--- src/rtl/core/mtsp_pkg.sv ---
package mtsp_pkg;

  localparam int GS_N = 8;
  localparam int IP_N = 8;
  localparam int PWS_N = 32;
  localparam int AW = 32;
  localparam int PCW = 32;
  localparam int WW = 5;
  localparam int AGEW = 16;
  localparam int THRW = 6;

  localparam int GS_IW = (GS_N > 1) ? $clog2(GS_N) : 1;
  localparam int IP_IW = (IP_N > 1) ? $clog2(IP_N) : 1;
  localparam int PWS_IW = (PWS_N > 1) ? $clog2(PWS_N) : 1;
  localparam int SCAN_IW = (PWS_IW > GS_IW) ? ((PWS_IW > IP_IW) ? PWS_IW : IP_IW)
                                            : ((GS_IW > IP_IW) ? GS_IW : IP_IW);
  localparam int PCNT_W = $clog2(PWS_N + 1);

  localparam logic [AGEW-1:0] AGE_MAX = {AGEW{1'b1}};
  localparam logic [THRW-1:0] THR_RESET = THRW'(2);
  localparam logic [1:0] OBS_SLOTS = 2'd2;

  localparam logic [1:0] SRC_NONE = 2'd0;
  localparam logic [1:0] SRC_GS = 2'd1;
  localparam logic [1:0] SRC_IP = 2'd2;
  localparam logic [1:0] SRC_PWS = 2'd3;

  typedef enum logic [1:0] {TBL_GS, TBL_IP, TBL_PWS} tbl_t;

  typedef struct packed {
    logic latch;
    logic res_gs;
    logic res_ip;
    logic gs_touch;
    logic ip_touch;
    logic ip_obs;
    logic ip_alloc;
    logic pws_update;
    logic pws_alloc;
    logic cnt_capture;
    logic gs_promo;
    logic scan_start;
    tbl_t scan_tbl;
    logic load_out;
  } cmd_t;

  typedef struct packed {
    logic gs_hit;
    logic ip_match;
    logic ip_trained;
    logic pws_match;
    logic pws_hit;
    logic scan_done;
    logic promote_ok;
    logic out_free;
  } stat_t;

endpackage

--- src/rtl/core/mtsp_ctrl.sv ---
module mtsp_ctrl import mtsp_pkg::*; (
  input  logic  clk,
  input  logic  rst,
  input  logic  req_valid,
  output logic  req_ready,
  input  stat_t stat,
  output cmd_t  cmd
);

  typedef enum logic [3:0] {
    S_IDLE, S_LOOK, S_IPSCAN, S_PWS, S_PWSSCAN, S_COUNT, S_CHECK, S_GSSCAN, S_FINISH
  } state_t;

  state_t state, state_next;

  assign req_ready = (state == S_IDLE);

  always_comb begin
    cmd = '0;
    cmd.scan_tbl = TBL_GS;
    state_next = state;
    case (state)
      S_IDLE: begin
        if (req_valid) begin
          cmd.latch = 1'b1;
          state_next = S_LOOK;
        end
      end
      S_LOOK: begin
        if (stat.gs_hit) begin
          cmd.res_gs = 1'b1;
          cmd.gs_touch = 1'b1;
          state_next = S_FINISH;
        end else if (stat.ip_match && stat.ip_trained) begin
          cmd.res_ip = 1'b1;
          cmd.ip_touch = 1'b1;
          state_next = S_FINISH;
        end else if (stat.ip_match) begin
          cmd.ip_obs = 1'b1;
          state_next = S_PWS;
        end else begin
          cmd.scan_start = 1'b1;
          cmd.scan_tbl = TBL_IP;
          state_next = S_IPSCAN;
        end
      end
      S_IPSCAN: begin
        if (stat.scan_done) begin
          cmd.ip_alloc = 1'b1;
          state_next = S_PWS;
        end
      end
      S_PWS: begin
        if (stat.pws_match) begin
          cmd.pws_update = 1'b1;
          state_next = stat.pws_hit ? S_COUNT : S_FINISH;
        end else begin
          cmd.scan_start = 1'b1;
          cmd.scan_tbl = TBL_PWS;
          state_next = S_PWSSCAN;
        end
      end
      S_PWSSCAN: begin
        if (stat.scan_done) begin
          cmd.pws_alloc = 1'b1;
          state_next = S_FINISH;
        end
      end
      S_COUNT: begin
        cmd.cnt_capture = 1'b1;
        state_next = S_CHECK;
      end
      S_CHECK: begin
        if (stat.promote_ok) begin
          cmd.scan_start = 1'b1;
          cmd.scan_tbl = TBL_GS;
          state_next = S_GSSCAN;
        end else begin
          state_next = S_FINISH;
        end
      end
      S_GSSCAN: begin
        if (stat.scan_done) begin
          cmd.gs_promo = 1'b1;
          state_next = S_FINISH;
        end
      end
      S_FINISH: begin
        if (stat.out_free) begin
          cmd.load_out = 1'b1;
          state_next = S_IDLE;
        end
      end
      default: state_next = S_IDLE;
    endcase
  end

  always_ff @(posedge clk) begin
    if (rst) begin
      state <= S_IDLE;
    end else begin
      state <= state_next;
    end
  end

endmodule

--- config.mk ---
export PLATFORM = sky130hd
export DESIGN_NAME = mtsp_ctrl
export DESIGN_NICKNAME = d
export VERILOG_FILES = /design/src/rtl/core/mtsp_pkg.sv /design/src/rtl/core/mtsp_ctrl.sv
export SDC_FILE = /design/constraint.sdc
export NUM_CORES = 1
export LEC_CHECK = 0
export ABC_AREA = 1
export BUFFER_PORTS_ARGS = -buffer_cell sky130_fd_sc_hd__buf_2
export CAP_MARGIN = 40
export CELL_PAD_IN_SITES_DETAIL_PLACEMENT = 1
export CELL_PAD_IN_SITES_GLOBAL_PLACEMENT = 1
export CORE_MARGIN = 5
export CORE_UTILIZATION = 27
export DETAILED_ROUTE_END_ITERATION = 12
export HOLD_SLACK_MARGIN = 0.06
export PLACE_DENSITY = 0.9
export SETUP_SLACK_MARGIN = 0.1
export SYNTH_ARGS = -nofsm -noshare
export SYNTH_HDL_FRONTEND = slang
export SYNTH_SLANG_ARGS = --single-unit
--- constraint.sdc ---
create_clock -name clk -period 2.09 [get_ports clk]
set_input_delay 0.627 -clock clk [delete_from_list [all_inputs] [get_ports clk]]
set_output_delay 0.627 -clock clk [all_outputs]
set_load 0.03 [all_outputs]
==> summary.txt <==
STATUS
----------------------------------------------------------------------------------
Run status .......................................................... finished clean

POWER
----------------------------------------------------------------------------------
Power Dens Cells ....................................................  820 mW/mm^2
Leakage power summed over all cells .................................     0.462 nW
Maximum VDD drop ....................................................     0.448 mV
PnR Total Power .....................................................   0.000646 W

WORST SETUP PATH
----------------------------------------------------------------------------------
Critical path required time .........................................      1.46 ns
Critical Path, Cell by Cell ......................................... inv_4, nor2_4, nand2_4, nor3_4, or3b_4, buf_6
Worst setup path category ...........................................   reg -> out
Family of cells with the greatest summed delay on the critical path . simple AND/OR/NAND/NOR gates
Number of buffers and inverters on the critical path ................            2
Crit-path max cell delay ............................................      0.39 ns
Startpoint type of the worst setup path .............................    flip-flop
Biggest fanout along the worst timing path ..........................            4
Critical Path AT ....................................................      1.39 ns
Cell type of the slowest stage on the worst timing path .............       or3b_4
Crit path capture type ..............................................  output port

PLACE
----------------------------------------------------------------------------------
Placed wire-length estimate .........................................      1.41 mm
Post-placement cell count ...........................................          133
Input/output buffers ................................................           26
Final weighted congestion in routability-driven placement ...........        0.850

STA
----------------------------------------------------------------------------------
Fin. max-slew vios ..................................................            0
Accumulated negative setup slack ....................................         0 ns
Worst-case hold slack ...............................................     0.546 ns
Achievable clock frequency ..........................................    0.495 GHz
Final critical-path required period .................................      2.02 ns
Max_slew headroom ...................................................        0.841
Post-route clock skew ...............................................   0.00868 ns
Unrepaired setup endpoints after global routing .....................          yes
Ratio of final minimum period to clock period .......................        0.966
Pin slew with the least headroom to its limit .......................     0.235 ns
Number of hold-slack violations in the final timing report ..........            0
Count of final setup violators ......................................            0

ROUTING
----------------------------------------------------------------------------------
Number of detailed-route iterations in the first pass ...............            2
Remaining antenna violation count ...................................            0
Total Wirelength ....................................................      1.97 mm
Routed via count ....................................................          712
DRT iter0 DRCs ......................................................            6
Via-per-instance ratio ..............................................         5.01
DRC violation count after routing ...................................            0
Per-cell routed wire length .........................................      13.9 um

CELLS AND AREA
----------------------------------------------------------------------------------
Most frequent cells in the layout ................................... nand2_1, buf_2, inv_1, nor2_1, buf_4
Leading cell type in the layout, fill and taps excluded .............      nand2_1
Layout net count ....................................................          138
Area taken by flip-flops and latches ................................    95.1 um^2
Top Registers .......................................................    state (4)
Area used by multi-input combinational logic ........................     360 um^2
Register containing the most flip-flops in the final layout .........        state
Share of final-layout standard cells stronger than drive strength 1 .        0.512
Flip-flop count of the largest register after layout ................            4
Final Non-Filler Cells ..............................................          142
Layout fillers ......................................................          245
Area added between synthesis and finish .............................        68.4%
Antenna Cells .......................................................            0

LOGIC SYNTHESIS
----------------------------------------------------------------------------------
Largest cells by area after synthesis ............................... nand2_1, dfxtp_1, inv_1
Number of warnings issued by yosys ..................................            0
Proportion of synthesized area in mux cells .........................            0
Largest area contributor in the netlist .............................      nand2_1
Flops & latches, synth ..............................................            4
Nets in the synthesized netlist .....................................          100
Unique masters post-synth ...........................................           15
Compound-Gate Fraction of Synth Area ................................       0.0535
Seq/Total Area, Yosys ...............................................        0.171
Synthesized area ....................................................     468 um^2
Gate Count Post-Synth ...............................................           89
Post-Synthesis Mean Instance Area ...................................    5.26 um^2
Adder-cell area share of the yosys netlist ..........................            0
Xor/xnor cell area share of the yosys netlist .......................            0
Top-area cell type share of the netlist area ........................        0.184
Dominant combinational cell family by area after synthesis .......... simple AND/OR/NAND/NOR gates
Simple-gate portion of the synthesized area .........................        0.607

CLOCK NETWORK
----------------------------------------------------------------------------------
Clock transition at the registers of the reported paths .............      0.04 ns
Latest clock arrival within the worst-skew pair .....................      0.25 ns
Number of sinks on the clock net ....................................            4
Hold_buf cts ........................................................            0
Clk buf depth .......................................................            2
Number of H-tree levels .............................................            1
Inserted Clock Buffers ..............................................            3
TritonCTS clock tree ................................................          yes
Root Buffer Master ..................................................     clkbuf_4

GRT
----------------------------------------------------------------------------------
Antenna violations before repair ....................................            0
Vias in the first global route ......................................          743
Wire length of the first global-routing pass ........................      3.21 mm
Sum of overflow across all layers after global routing ..............            0
Overall routing resource usage ......................................        0.161
Pin count of the biggest net entering global routing ................            6

DIE
----------------------------------------------------------------------------------
I/O pins ............................................................           27
Core area ........................................................... 0.00169 mm^2
Initial standard-cell utilization of the core .......................        0.277
DIE AREA ............................................................ 0.00267 mm^2
Chip height .........................................................      51.6 um
Site Rows ...........................................................           15
X dimension of the die ..............................................      51.6 um

HOLD PATH
----------------------------------------------------------------------------------
HP Class ............................................................   reg -> reg

JOB
----------------------------------------------------------------------------------
Number of max-capacitance violations reported .......................            0

[synth_stat cells]
| master | instances |
|---|---|
| nand3_1 | 5 |
| buf_4 | 2 |
| nor2_2 | 5 |
| nor2_1 | 16 |
| nand3b_1 | 1 |
| nor3_1 | 1 |
| nand4_1 | 4 |
| nand2_2 | 4 |
| or3b_1 | 1 |
| o21ai_0 | 1 |
| a21oi_1 | 4 |
| inv_1 | 17 |
| dfxtp_1 | 4 |
| nor3_2 | 1 |
| nand2_1 | 23 |
[logic make-up after synthesis]
family                 count (synthesis)
AND/OR/NAND/NOR                       61
buffers and inverters                 19
AO/OA/AOI/OAI                          5
flip-flops                             4
[worst paths after layout]
check	to	slack [ns]	cells after the start	from
max	cmd[3]	0.07	6	state[0]
min	state[1]	0.55	2	state[1]
max reg2reg	state[0]	0.61	10	state[2]
min reg2reg	state[1]	0.55	2	state[1]
[worst min-delay path, cell delays in order, from the launching register on]
cell,delay [ns]
dfxtp_4,0.37
nand2_1,0.08
a21oi_1,0.06
[where the power goes]
| group | switching (W) | leakage (nW) | internal [W] |
|---|---|---|---|
| combinational | 0.000257 | 0.412 | 0.000161 |
| clock | 0.0000381 | 0.0138 | 0.0000647 |
| sequential | 0.0000294 | 0.0356 | 0.0000952 |
[final cells by class]
type,count,area share
repair buffers,35,0.283
inverters,17,0.0841
flip-flops and latches,4,0.121
multi-input cells,66,0.457
clock buffers,3,0.0286
well taps,17,0.0270
[repair_timing]
action,CTS,global route
pin swaps,1,0
endpoints found under the setup margin,9,10
resized for setup,19,13
gates cloned,0,0
setup buffers,5,1
[per-stage QoR]
stage | setup WS, ns | util | area [um^2]
floorplan | 0.0464 | - | 484
global placement | 0.102 | 0.381 | 643
detailed placement | 0.0879 | 0.381 | 643
CTS | 0.0734 | 0.442 | 747
global route | 0.0246 | 0.467 | 788
finish | 0.0711 | 0.467 | 788
[routing by layer]
layer	vias up	GRT usage	part of all wire	routed length, um
li1	349	-	-	-
met1	346	0.172	0.41	814
met2	13	0.314	0.55	1080
met3	4	0.0115	0.027	54
met4	0	0.0786	0.012	24
met5	-	0	0	0
(Power assumes the default switching activity.)
